`config.mk`:
```
export PLATFORM = sky130hd
export DESIGN_NAME = prepared_write_validator
export DESIGN_NICKNAME = d
export VERILOG_FILES = /design/src/rtl/core/pwv_pkg.sv /design/src/rtl/core/prepared_write_validator.sv /design/src/rtl/core/pwv_len_mem.sv /design/src/rtl/core/pwv_slot_table.sv /design/src/rtl/core/pwv_decide.sv
export SDC_FILE = /design/constraint.sdc
export NUM_CORES = 2
export LEC_CHECK = 0
export ABC_AREA = 1
export BUFFER_PORTS_ARGS = -buffer_cell sky130_fd_sc_hd__buf_2
export CORE_ASPECT_RATIO = 1.5
export CORE_MARGIN = 2
export CORE_UTILIZATION = 50
export CTS_CLUSTER_DIAMETER = 50
export DETAILED_ROUTE_END_ITERATION = 10
export PLACE_DENSITY_LB_ADDON = 0.08
export SYNTH_ARGS = -nofsm -noshare
export SYNTH_HDL_FRONTEND = slang
export SYNTH_SLANG_ARGS = --single-unit
```
`constraint.sdc`:
```
create_clock -name i_clk -period 12.25 [get_ports i_clk]
set_input_delay 2.45 -clock i_clk [delete_from_list [all_inputs] [get_ports i_clk]]
set_output_delay 2.45 -clock i_clk [all_outputs]
set_load 0.02 [all_outputs]
```
`src/rtl/core/pwv_pkg.sv`:
```
// pwv_pkg: shared types and constants of the prepared write validator
// holds status codes, request and result beats, slot lookup and slot update structs
// no dependencies
`timescale 1ns / 1ps
`default_nettype none

package pwv_pkg;

    // field widths
    localparam int LINK_W     = 4;
    localparam int ATTR_W     = 8;
    localparam int VLEN_W     = 10;
    localparam int OFS_W      = 16;
    localparam int LEN_W      = 16;
    localparam int FLAGS_W    = 3;
    localparam int GEN_W      = 32;
    localparam int STATUS_W   = 3;
    // slot index wide enough for the largest slot count
    localparam int SLOT_IDX_W = 4;
    // number of attribute codes the attr_id field can carry
    localparam int ATTR_CODES = 1 << ATTR_W;

    // write flag bit positions
    localparam int F_PREP_BIT = 0;
    localparam int F_EXEC_BIT = 1;
    localparam int F_CMD_BIT  = 2;

    // reset value of the payload limit
    localparam logic [VLEN_W-1:0] MAX_PAYLOAD_RST = VLEN_W'(512);

    typedef enum logic [STATUS_W-1:0] {
        ST_OK       = 3'd0,
        ST_UNLIKELY = 3'd1,
        ST_BAD_LEN  = 3'd2,
        ST_BAD_OFS  = 3'd3,
        ST_UNAUTH   = 3'd4,
        ST_UNSUP    = 3'd5,
        ST_FULL     = 3'd6
    } t_status;

    // one request beat, held while the item is worked on
    typedef struct packed {
        logic [LINK_W-1:0]  link;
        logic               attr_valid;
        logic [ATTR_W-1:0]  attr;
        logic [VLEN_W-1:0]  cap;
        logic               link_active;
        logic               buffer_present;
        logic [OFS_W-1:0]   offset;
        logic [LEN_W-1:0]   length;
        logic [FLAGS_W-1:0] flags;
        logic               authorized;
        logic [GEN_W-1:0]   gen;
    } t_req;

    // one result beat
    typedef struct packed {
        t_status            status;
        logic [VLEN_W-1:0]  accepted_bytes;
        logic               commit;
        logic [VLEN_W-1:0]  commit_offset;
        logic [VLEN_W-1:0]  value_length_after;
        logic               no_response;
    } t_result;

    // slot lookup by link, plus first free slot if the hit slot were vacated
    typedef struct packed {
        logic                  hit;
        logic [SLOT_IDX_W-1:0] idx;
        logic [ATTR_W-1:0]     attr;
        logic [GEN_W-1:0]      gen;
        logic [VLEN_W-1:0]     length;
        logic                  free_any;
        logic [SLOT_IDX_W-1:0] free_idx;
    } t_slot_look;

    // slot update: drop one slot, then write one slot (write wins on same index)
    typedef struct packed {
        logic                  drop_en;
        logic [SLOT_IDX_W-1:0] drop_idx;
        logic                  wr_en;
        logic [SLOT_IDX_W-1:0] wr_idx;
        logic [LINK_W-1:0]     link;
        logic [ATTR_W-1:0]     attr;
        logic [GEN_W-1:0]      gen;
        logic [VLEN_W-1:0]     length;
    } t_slot_cmd;

endpackage

`default_nettype wire

```
`src/rtl/core/prepared_write_validator.sv`:
```
// prepared_write_validator: attribute write checker with per-link prepared write queue
// the request beat is held in a register; the result is registered once the output register is free
// a new request is taken only after the held one has finished, set by the read-modify-write of the length memory
// a finished result waits in the output register while the next request is taken
// reset: synchronous, active low; the length memory is cleared in a clearing pass after reset,
// during which no request is taken (configuration writes are taken at all times)
`timescale 1ns / 1ps
`default_nettype none

module prepared_write_validator
    import pwv_pkg::*;
#(
    parameter int SLOTS     = 4,
    parameter int ATTRS     = 256,
    parameter int VALUE_MAX = 512
) (
    input  wire logic               i_clk,
    input  wire logic               i_rst_n,
    // configuration
    input  wire logic               i_cfg_valid,
    output logic                    o_cfg_ready,
    input  wire logic [VLEN_W-1:0]  i_cfg_max_payload,
    // request channel
    input  wire logic               i_in_valid,
    output logic                    o_in_ready,
    input  wire logic [LINK_W-1:0]  i_link_id,
    input  wire logic               i_attr_valid,
    input  wire logic [ATTR_W-1:0]  i_attr_id,
    input  wire logic [VLEN_W-1:0]  i_attr_capacity,
    input  wire logic               i_link_active,
    input  wire logic               i_buffer_present,
    input  wire logic [OFS_W-1:0]   i_offset,
    input  wire logic [LEN_W-1:0]   i_length,
    input  wire logic [FLAGS_W-1:0] i_write_flags,
    input  wire logic               i_authorized,
    input  wire logic [GEN_W-1:0]   i_session_gen,
    // result channel
    output logic                    o_out_valid,
    input  wire logic               i_out_ready,
    output logic [STATUS_W-1:0]     o_status,
    output logic [VLEN_W-1:0]       o_accepted_bytes,
    output logic                    o_commit,
    output logic [VLEN_W-1:0]       o_commit_offset,
    output logic [VLEN_W-1:0]       o_value_length_after,
    output logic                    o_no_response
);

    localparam int AW = (ATTRS > 1) ? $clog2(ATTRS) : 1;
    localparam int SW = (SLOTS > 1) ? $clog2(SLOTS) : 1;

    logic [VLEN_W-1:0] r_max_payload;
    logic              r_busy;
    t_req              r_req;
    logic [AW-1:0]     r_ai;
    logic              r_out_valid;
    t_result           r_out;

    logic [AW-1:0]     w_ai_tab [ATTR_CODES];
    logic              w_mem_ready;
    logic [VLEN_W-1:0] w_old_len;
    logic              w_in_beat;
    logic              w_done;
    t_slot_look        w_look;
    t_result           w_res;
    logic              w_len_wr;
    logic [VLEN_W-1:0] w_len_data;
    t_slot_cmd         w_cmd;

    // attribute code to length table index, wrapping at ATTRS
    for (genvar g = 0; g < ATTR_CODES; g++) begin : g_ai_tab
        assign w_ai_tab[g] = AW'(g % ATTRS);
    end

    // handshakes
    assign o_cfg_ready = 1'b1;
    assign o_in_ready  = !r_busy && w_mem_ready;
    assign w_in_beat   = i_in_valid && o_in_ready;
    assign w_done      = r_busy && (!r_out_valid || i_out_ready);

    // configuration register
    always_ff @(posedge i_clk) begin
        if (!i_rst_n) begin
            r_max_payload <= MAX_PAYLOAD_RST;
        end else if (i_cfg_valid) begin
            r_max_payload <= i_cfg_max_payload;
        end
    end

    // control: request held, result waiting
    always_ff @(posedge i_clk) begin
        if (!i_rst_n) begin
            r_busy      <= 1'b0;
            r_out_valid <= 1'b0;
        end else begin
            if (w_in_beat) begin
                r_busy <= 1'b1;
            end else if (w_done) begin
                r_busy <= 1'b0;
            end
            if (w_done) begin
                r_out_valid <= 1'b1;
            end else if (i_out_ready) begin
                r_out_valid <= 1'b0;
            end
        end
    end

    // request and result payload
    always_ff @(posedge i_clk) begin
        if (w_in_beat) begin
            r_req.link           <= i_link_id;
            r_req.attr_valid     <= i_attr_valid;
            r_req.attr           <= i_attr_id;
            r_req.cap            <= i_attr_capacity;
            r_req.link_active    <= i_link_active;
            r_req.buffer_present <= i_buffer_present;
            r_req.offset         <= i_offset;
            r_req.length         <= i_length;
            r_req.flags          <= i_write_flags;
            r_req.authorized     <= i_authorized;
            r_req.gen            <= i_session_gen;
            r_ai                 <= w_ai_tab[i_attr_id];
        end
        if (w_done) begin
            r_out <= w_res;
        end
    end

    // stored value lengths
    pwv_len_mem #(
        .ATTRS (ATTRS),
        .AW    (AW)
    ) u_len_mem (
        .i_clk     (i_clk),
        .i_rst_n   (i_rst_n),
        .i_rd_en   (w_in_beat),
        .i_rd_addr (w_ai_tab[i_attr_id]),
        .o_rd_data (w_old_len),
        .i_wr_en   (w_done && w_len_wr),
        .i_wr_addr (r_ai),
        .i_wr_data (w_len_data),
        .o_ready   (w_mem_ready)
    );

    // prepared write slots
    pwv_slot_table #(
        .SLOTS (SLOTS),
        .SW    (SW)
    ) u_slot_table (
        .i_clk   (i_clk),
        .i_rst_n (i_rst_n),
        .i_link  (r_req.link),
        .o_look  (w_look),
        .i_apply (w_done),
        .i_cmd   (w_cmd)
    );

    // request checks and write handling
    pwv_decide #(
        .VALUE_MAX (VALUE_MAX)
    ) u_decide (
        .i_req         (r_req),
        .i_old_len     (w_old_len),
        .i_max_payload (r_max_payload),
        .i_look        (w_look),
        .o_res         (w_res),
        .o_len_wr      (w_len_wr),
        .o_len_data    (w_len_data),
        .o_cmd         (w_cmd)
    );

    // result ports
    assign o_out_valid          = r_out_valid;
    assign o_status             = r_out.status;
    assign o_accepted_bytes     = r_out.accepted_bytes;
    assign o_commit             = r_out.commit;
    assign o_commit_offset      = r_out.commit_offset;
    assign o_value_length_after = r_out.value_length_after;
    assign o_no_response        = r_out.no_response;

endmodule

`default_nettype wire

```
`src/rtl/core/pwv_len_mem.sv`:
```
// pwv_len_mem: per-attribute stored value length memory
// one write port, one registered read port, clearing pass after reset
// depends on pwv_pkg
`timescale 1ns / 1ps
`default_nettype none

module pwv_len_mem
    import pwv_pkg::*;
#(
    parameter int ATTRS = 256,
    parameter int AW    = 8
) (
    input  wire logic              i_clk,
    input  wire logic              i_rst_n,
    input  wire logic              i_rd_en,
    input  wire logic [AW-1:0]     i_rd_addr,
    output logic      [VLEN_W-1:0] o_rd_data,
    input  wire logic              i_wr_en,
    input  wire logic [AW-1:0]     i_wr_addr,
    input  wire logic [VLEN_W-1:0] i_wr_data,
    output logic                   o_ready
);

    logic [VLEN_W-1:0] r_mem [ATTRS];
    logic [VLEN_W-1:0] r_rd_data;
    logic              r_clr_busy;
    logic [AW-1:0]     r_clr_addr;

    // clearing pass, one entry a cycle
    always_ff @(posedge i_clk) begin
        if (!i_rst_n) begin
            r_clr_busy <= 1'b1;
            r_clr_addr <= '0;
        end else if (r_clr_busy) begin
            if (r_clr_addr == AW'(ATTRS - 1)) begin
                r_clr_busy <= 1'b0;
            end else begin
                r_clr_addr <= r_clr_addr + AW'(1);
            end
        end
    end

    // write port, clearing pass has priority
    always_ff @(posedge i_clk) begin
        if (r_clr_busy) begin
            r_mem[r_clr_addr] <= '0;
        end else if (i_wr_en) begin
            r_mem[i_wr_addr] <= i_wr_data;
        end
    end

    // registered read, data holds between reads
    always_ff @(posedge i_clk) begin
        if (i_rd_en) begin
            r_rd_data <= r_mem[i_rd_addr];
        end
    end

    assign o_rd_data = r_rd_data;
    assign o_ready   = !r_clr_busy;

endmodule

`default_nettype wire

```
`src/rtl/core/pwv_slot_table.sv`:
```
// pwv_slot_table: per-link prepared write slots in registers
// lookup by link, first free slot search, drop and write updates
// depends on pwv_pkg
`timescale 1ns / 1ps
`default_nettype none

module pwv_slot_table
    import pwv_pkg::*;
#(
    parameter int SLOTS = 4,
    parameter int SW    = 2
) (
    input  wire logic              i_clk,
    input  wire logic              i_rst_n,
    input  wire logic [LINK_W-1:0] i_link,
    output t_slot_look             o_look,
    input  wire logic              i_apply,
    input  wire t_slot_cmd         i_cmd
);

    logic              r_used [SLOTS];
    logic [LINK_W-1:0] r_link [SLOTS];
    logic [ATTR_W-1:0] r_attr [SLOTS];
    logic [GEN_W-1:0]  r_gen  [SLOTS];
    logic [VLEN_W-1:0] r_len  [SLOTS];

    // lowest used slot holding this link, then lowest slot free once it is vacated
    always_comb begin
        o_look = '0;
        for (int i = SLOTS - 1; i >= 0; i--) begin
            if (r_used[i] && r_link[i] == i_link) begin
                o_look.hit    = 1'b1;
                o_look.idx    = SLOT_IDX_W'(i);
                o_look.attr   = r_attr[i];
                o_look.gen    = r_gen[i];
                o_look.length = r_len[i];
            end
        end
        for (int i = SLOTS - 1; i >= 0; i--) begin
            if (!r_used[i] || (o_look.hit && o_look.idx == SLOT_IDX_W'(i))) begin
                o_look.free_any = 1'b1;
                o_look.free_idx = SLOT_IDX_W'(i);
            end
        end
    end

    // used bits, write wins over drop on the same slot
    always_ff @(posedge i_clk) begin
        if (!i_rst_n) begin
            for (int i = 0; i < SLOTS; i++) begin
                r_used[i] <= 1'b0;
            end
        end else if (i_apply) begin
            for (int i = 0; i < SLOTS; i++) begin
                if (i_cmd.wr_en && i_cmd.wr_idx[SW-1:0] == SW'(i)) begin
                    r_used[i] <= 1'b1;
                end else if (i_cmd.drop_en && i_cmd.drop_idx[SW-1:0] == SW'(i)) begin
                    r_used[i] <= 1'b0;
                end
            end
        end
    end

    // slot contents, read only while used
    always_ff @(posedge i_clk) begin
        if (i_apply && i_cmd.wr_en) begin
            r_link[i_cmd.wr_idx[SW-1:0]] <= i_cmd.link;
            r_attr[i_cmd.wr_idx[SW-1:0]] <= i_cmd.attr;
            r_gen[i_cmd.wr_idx[SW-1:0]]  <= i_cmd.gen;
            r_len[i_cmd.wr_idx[SW-1:0]]  <= i_cmd.length;
        end
    end

endmodule

`default_nettype wire

```
`src/rtl/core/pwv_decide.sv`:
```
// pwv_decide: request checks and prepare/execute/plain write handling
// combinational; turns a request, slot lookup and stored length into a result
// depends on pwv_pkg
`timescale 1ns / 1ps
`default_nettype none

module pwv_decide
    import pwv_pkg::*;
#(
    parameter int VALUE_MAX = 512
) (
    input  wire t_req              i_req,
    input  wire logic [VLEN_W-1:0] i_old_len,
    input  wire logic [VLEN_W-1:0] i_max_payload,
    input  wire t_slot_look        i_look,
    output t_result                o_res,
    output logic                   o_len_wr,
    output logic      [VLEN_W-1:0] o_len_data,
    output t_slot_cmd              o_cmd
);

    logic [VLEN_W-1:0] w_cap;
    logic [LEN_W:0]    w_end;
    logic [LEN_W:0]    w_plain_len;
    logic              w_prep;
    logic              w_exec;
    logic              w_cmd;
    logic              w_gen_eq;
    logic              w_attr_eq;

    // capacity clamp and end of the write window
    assign w_cap       = (i_req.cap > VLEN_W'(VALUE_MAX)) ? VLEN_W'(VALUE_MAX) : i_req.cap;
    assign w_end       = {1'b0, i_req.offset} + {1'b0, i_req.length};
    assign w_prep      = i_req.flags[F_PREP_BIT];
    assign w_exec      = i_req.flags[F_EXEC_BIT];
    assign w_cmd       = i_req.flags[F_CMD_BIT];
    assign w_gen_eq    = i_look.gen == i_req.gen;
    assign w_attr_eq   = i_look.attr == i_req.attr;

    // new stored length of a plain write
    assign w_plain_len = (i_req.offset == '0) ? {1'b0, i_req.length} :
                         (w_end > (LEN_W+1)'(i_old_len)) ? w_end : (LEN_W+1)'(i_old_len);

    always_comb begin
        o_res          = '0;
        o_res.status   = ST_OK;
        o_len_wr       = 1'b0;
        o_len_data     = '0;
        o_cmd          = '0;
        o_cmd.drop_idx = i_look.idx;
        o_cmd.link     = i_req.link;
        o_cmd.attr     = i_req.attr;
        o_cmd.gen      = i_req.gen;

        // generic checks in order
        if (!i_req.attr_valid || (!i_req.buffer_present && i_req.length != '0)) begin
            o_res.status = ST_UNLIKELY;
        end else if (i_req.length > LEN_W'(i_max_payload)) begin
            o_cmd.drop_en = i_look.hit;
            o_res.status  = ST_BAD_LEN;
        end else if (!i_req.link_active) begin
            o_res.status = ST_UNLIKELY;
        end else if (i_req.length == '0 && (w_prep || w_exec)) begin
            o_cmd.drop_en = i_look.hit;
            o_res.status  = ST_BAD_LEN;
        end else if (i_req.offset > OFS_W'(w_cap)) begin
            o_cmd.drop_en = i_look.hit;
            o_res.status  = ST_BAD_OFS;
        end else if (w_end > (LEN_W+1)'(w_cap)) begin
            o_cmd.drop_en = i_look.hit;
            o_res.status  = ST_BAD_LEN;
        end else if (!i_req.authorized) begin
            o_cmd.drop_en = i_look.hit;
            o_res.status  = ST_UNAUTH;
        end else if (w_prep) begin
            // prepare write
            if (w_cmd || w_exec) begin
                o_cmd.drop_en = i_look.hit;
                o_res.status  = ST_UNSUP;
            end else if (i_look.hit && w_gen_eq && !w_attr_eq) begin
                o_cmd.drop_en = 1'b1;
                o_res.status  = ST_FULL;
            end else if (i_look.hit && w_gen_eq && i_req.offset != '0) begin
                // continue the collected run
                if (i_req.offset != OFS_W'(i_look.length)) begin
                    o_cmd.drop_en = 1'b1;
                    o_res.status  = ST_BAD_OFS;
                end else begin
                    o_cmd.wr_en  = 1'b1;
                    o_cmd.wr_idx = i_look.idx;
                    o_cmd.length = w_end[VLEN_W-1:0];
                end
            end else begin
                // stale, restarted or absent slot: start over from offset zero
                o_cmd.drop_en = i_look.hit;
                if (i_req.offset != '0) begin
                    o_res.status = ST_BAD_OFS;
                end else if (!i_look.free_any) begin
                    o_res.status = ST_FULL;
                end else begin
                    o_cmd.wr_en  = 1'b1;
                    o_cmd.wr_idx = i_look.free_idx;
                    o_cmd.length = i_req.length[VLEN_W-1:0];
                end
            end
        end else if (w_exec) begin
            // execute write
            o_cmd.drop_en = i_look.hit;
            if (w_cmd) begin
                o_res.status = ST_UNSUP;
            end else if (!i_look.hit || !w_attr_eq || !w_gen_eq || i_req.offset != '0) begin
                o_res.status = ST_BAD_OFS;
            end else if (LEN_W'(i_look.length) != i_req.length) begin
                o_res.status = ST_BAD_LEN;
            end else begin
                o_len_wr                 = 1'b1;
                o_len_data               = i_req.length[VLEN_W-1:0];
                o_res.accepted_bytes     = i_req.length[VLEN_W-1:0];
                o_res.commit             = 1'b1;
                o_res.value_length_after = i_req.length[VLEN_W-1:0];
            end
        end else if (i_look.hit) begin
            // plain write blocked by a pending prepared run
            o_res.status = ST_FULL;
        end else begin
            // plain write or command
            o_len_wr                 = 1'b1;
            o_len_data               = w_plain_len[VLEN_W-1:0];
            o_res.accepted_bytes     = i_req.length[VLEN_W-1:0];
            o_res.commit             = 1'b1;
            o_res.commit_offset      = i_req.offset[VLEN_W-1:0];
            o_res.value_length_after = w_plain_len[VLEN_W-1:0];
            o_res.no_response        = w_cmd;
        end
    end

endmodule

`default_nettype wire
```
==> run summary <==
Outcome - finished clean
Maximum vdd drop - 119 uV
Prevailing post-synth register cell - edfxtp_1
Die Wd - 403 um
Setup TNS - 0 ps
Root buffer cell - clkbuf_16
Setup violators final - 0
Hold_sp - r_max_payload[8]$_SDFFE_PN0P_
Post-route insts no fill - 12900
Async set-reset flop share out of synthesis - 0%
Main combinational cell family by area after synthesis - compound AO/OA/AOI/OAI gates
Relative slew margins - 12.3%
Max Clk Rate - 118 MHz
Hold Path End - r_max_payload[8]$_SDFFE_PN0P_
Syn Nets - 9837
H-tree depth - 5
Power Dens Cells - 157 nW/um^2
Design Area, Final - 132000 um^2
Synth Area in Adders - 0.614%
Worst reg2reg path depth - 25
First-pass GRT wire length - 537000 um
Synthesized area per cell - 12.3 um^2
Initial Utilization - 50.3%
Count of boundary I/O pins - 146
Cell area after synthesis - 119000 um^2
Final wirelength - 377000 um
Worst-skew pair later-pin latency - 880 ps
DRC errors left - 0
Least-Margin Pin Slew - 1310 ps
Via count - 80000
CTS tree - built
Final GP Congestion - 0.965
Worst Hold Depth - 2
CTS sink cnt - 2939
Cell variety after synth - 49
Number of synthesized register bits - 2939
Row count - 219
R2r setup slk - 3740 ps
Worst clock skew - 33.3 ps
Static leakage - 40.5 nW
GRT Overall Usage - 30.3%
Initial DRC Count - 10100
Seq/Total Area, Yosys - 73.8%
Initial antenna violation count - 14
CP startpoint kind - flop
Post-CTS Resized - 0
HPWL Detailed - 226000 um
CP Max Fanout - 61
Post-CTS setup buffer count - 0
Required time of the worst setup path - 12740 ps
DIE AREA - 243000 um^2
Post-DRT Antenna Nets - 0
Final core utilization - 55.7%
Fin. max-slew vios - 0
Period utilization - 69.5%
Layout Nets - 9746
CTS Buffer Depth - 4
Post-synth EDFFs - 2918
Overall power - 0.0208 W
CTS Buf Count - 289
DR pass1 iterations - 8
Most frequent cells in the layout - 2918 x edfxtp_1, 2175 x nor2_1, 1714 x o21ai_0, 834 x o22ai_1, 570 x nand2_1
Proportion of synthesized area in mux cells - 0%
Final Hold Fails - 0
Cts hold-fix bufs - 0
Simple-Gate Fraction of Synth Area - 10.0%
Die Y - 602 um
Cells after Synth - 9671
Fraction of layout cells with a size suffix above 1 - 7.77%
R2r startpoint - r_req[92]$_DFFE_PP_
Setup CP Type - flop to flop
Min Tclk post-route - 8510 ps
Dpl cells - 12400
CP endpoint kind - flop
RSZ-0062 raised after global routing - false
Port Buffers - 144
Crit path arrival time - 9000 ps
GR Overflow Total - 0
Routed WL per cell - 29.2 um
Number of global-route vias before repair - 77900
Most common cell after layout, fill and taps aside - edfxtp_1
Post-Place Cell Area - 123000 um^2
Synthesis warning total - 0
Clock Pin Slew Worst Setup and Hold Paths - 70 ps
Vias/cell - 6.19
Largest net degree at the start of global routing - 251
Post-synthesis compound-gate area fraction - 12.5%
Reg-to-reg critical path endpoint - u_len_mem.r_mem[147][2]$_DFFE_PP_
Max-Cap Viols - 0
Synth Area in XOR/XNOR - 0.117%
Area grow syn2layout - 10.7%
Min-delay worst type - flop to flop
Area of the core - 237000 um^2
[report_power, final]
group / switching [W] / internal [W] / leakage [nW]
Clock: 0.00389 / 0.00508 / 4.56
Sequential: 0.00000407 / 0.0109 / 24.2
Combinational: 0.000701 / 0.000209 / 11.7
[per-layer routing]
metal	GRT usage [%]	share of wire [%]	vias to the layer above
li1	-	-	35300
met1	37.2	37	39800
met2	52.1	50	3984
met3	4.25	7.2	871
met4	15.9	5.7	8
met5	0	0.013	-
[stage by stage]
stage                     hold slack (ps)  setup WS [ps]
after global routing                  489           3320
after floorplan                       440           1450
after global placement                459           3950
final                                 478           3740
after detailed placement              471           3900
after CTS                             479           3880
[logic make-up after synthesis]
kind of cell / Yosys count
fa+ha+maj: 58
flops: 2939
simple gates: 3026
other cells: 1
buf+inv: 905
xor+xnor: 16
compound gates: 2726
[flip-flops by register name, indices dropped and copies added, names as in the netlist, 10 cells and up]
register and count:
u_len_mem.r_mem 2560, o_value_length_after 10, u_slot_table.r_len 40, u_slot_table.r_attr 32
r_req 93, o_accepted_bytes 10, r_max_payload 10, u_slot_table.r_link 16
o_commit_offset 10, u_slot_table.r_gen 128, u_len_mem.o_rd_data 10
[cell usage after synthesis, types with 2 or more instances]
cell type | n | share of area (%)
a2111oi_0 | 3 | 0.022
inv_2 | 8 | 0.025
inv_1 | 253 | 0.80
nand3b_1 | 29 | 0.18
nand3_1 | 139 | 0.58
edfxtp_1 | 2918 | 73
nor2_1 | 2186 | 6.9
clkinv_1 | 8 | 0.025
xnor2_1 | 8 | 0.059
a221oi_1 | 2 | 0.015
buf_2 | 43 | 0.18
o32ai_1 | 46 | 0.34
nand2_2 | 5 | 0.026
nand2_1 | 570 | 1.8
buf_6 | 6 | 0.057
nor2_2 | 12 | 0.063
nand4_1 | 25 | 0.13
o21ai_0 | 1714 | 7.2
nand4_2 | 3 | 0.031
o21bai_1 | 2 | 0.013
xor2_1 | 8 | 0.059
buf_4 | 12 | 0.075
nand3_2 | 17 | 0.14
dfxtp_1 | 21 | 0.35
nor4_1 | 10 | 0.052
o211ai_1 | 2 | 0.013
a31oi_1 | 14 | 0.073
o22ai_1 | 834 | 4.4
clkbuf_1 | 559 | 1.8
a21o_1 | 4 | 0.025
nor3_1 | 15 | 0.063
a21oi_1 | 100 | 0.42
buf_1 | 16 | 0.050
or2_0 | 8 | 0.042
ha_1 | 57 | 0.60
[critical path, cell delays in order (launching register included)]
cell and delay, ps:
edfxtp_1 460, inv_1 200, nand2_1 70, nand2_1 80, nor2_2 60, nand3_4 50, buf_4 630, nand2_2 470
inv_2 510, nand3_1 180, nand3_1 150, nand2_1 60, nor2_1 140, nand2_1 80, nor2_1 110, nand3_1 200
nor2_4 320, nand4_2 440, nand2_2 220, nand4_2 80, buf_4 280, o21ai_0 390, inv_1 120, nor2_1 850
nand2_1 960, nor2_1 960
[layout make-up]
class	instances	area, um^2
clock inverters	186	1810
flip-flops and latches	2939	88000
diodes	13	32.5
multi-input cells	5827	27900
inverters	269	1040
repair buffers	254	1890
fillers	19700	105000
well taps	3094	3870
clock buffers	329	7560
[worst max path at each step]
stage | start | endpoint | cells after the start
after floorplan | r_req[41]$_DFFE_PP_ | u_len_mem.r_mem[0][9]$_DFFE_PP_ | 22
after global placement | r_req[41]$_DFFE_PP_ | u_len_mem.r_mem[156][4]$_DFFE_PP_ | 25
after detailed placement | r_req[92]$_DFFE_PP_ | u_len_mem.r_mem[147][6]$_DFFE_PP_ | 25
after CTS | r_req[91]$_DFFE_PP_ | u_len_mem.r_mem[156][0]$_DFFE_PP_ | 25
after global routing | r_req[41]$_DFFE_PP_ | u_len_mem.r_mem[156][0]$_DFFE_PP_ | 25
final | r_req[92]$_DFFE_PP_ | u_len_mem.r_mem[147][2]$_DFFE_PP_ | 25
Note: power is estimated with default switching activity, not from simulation.
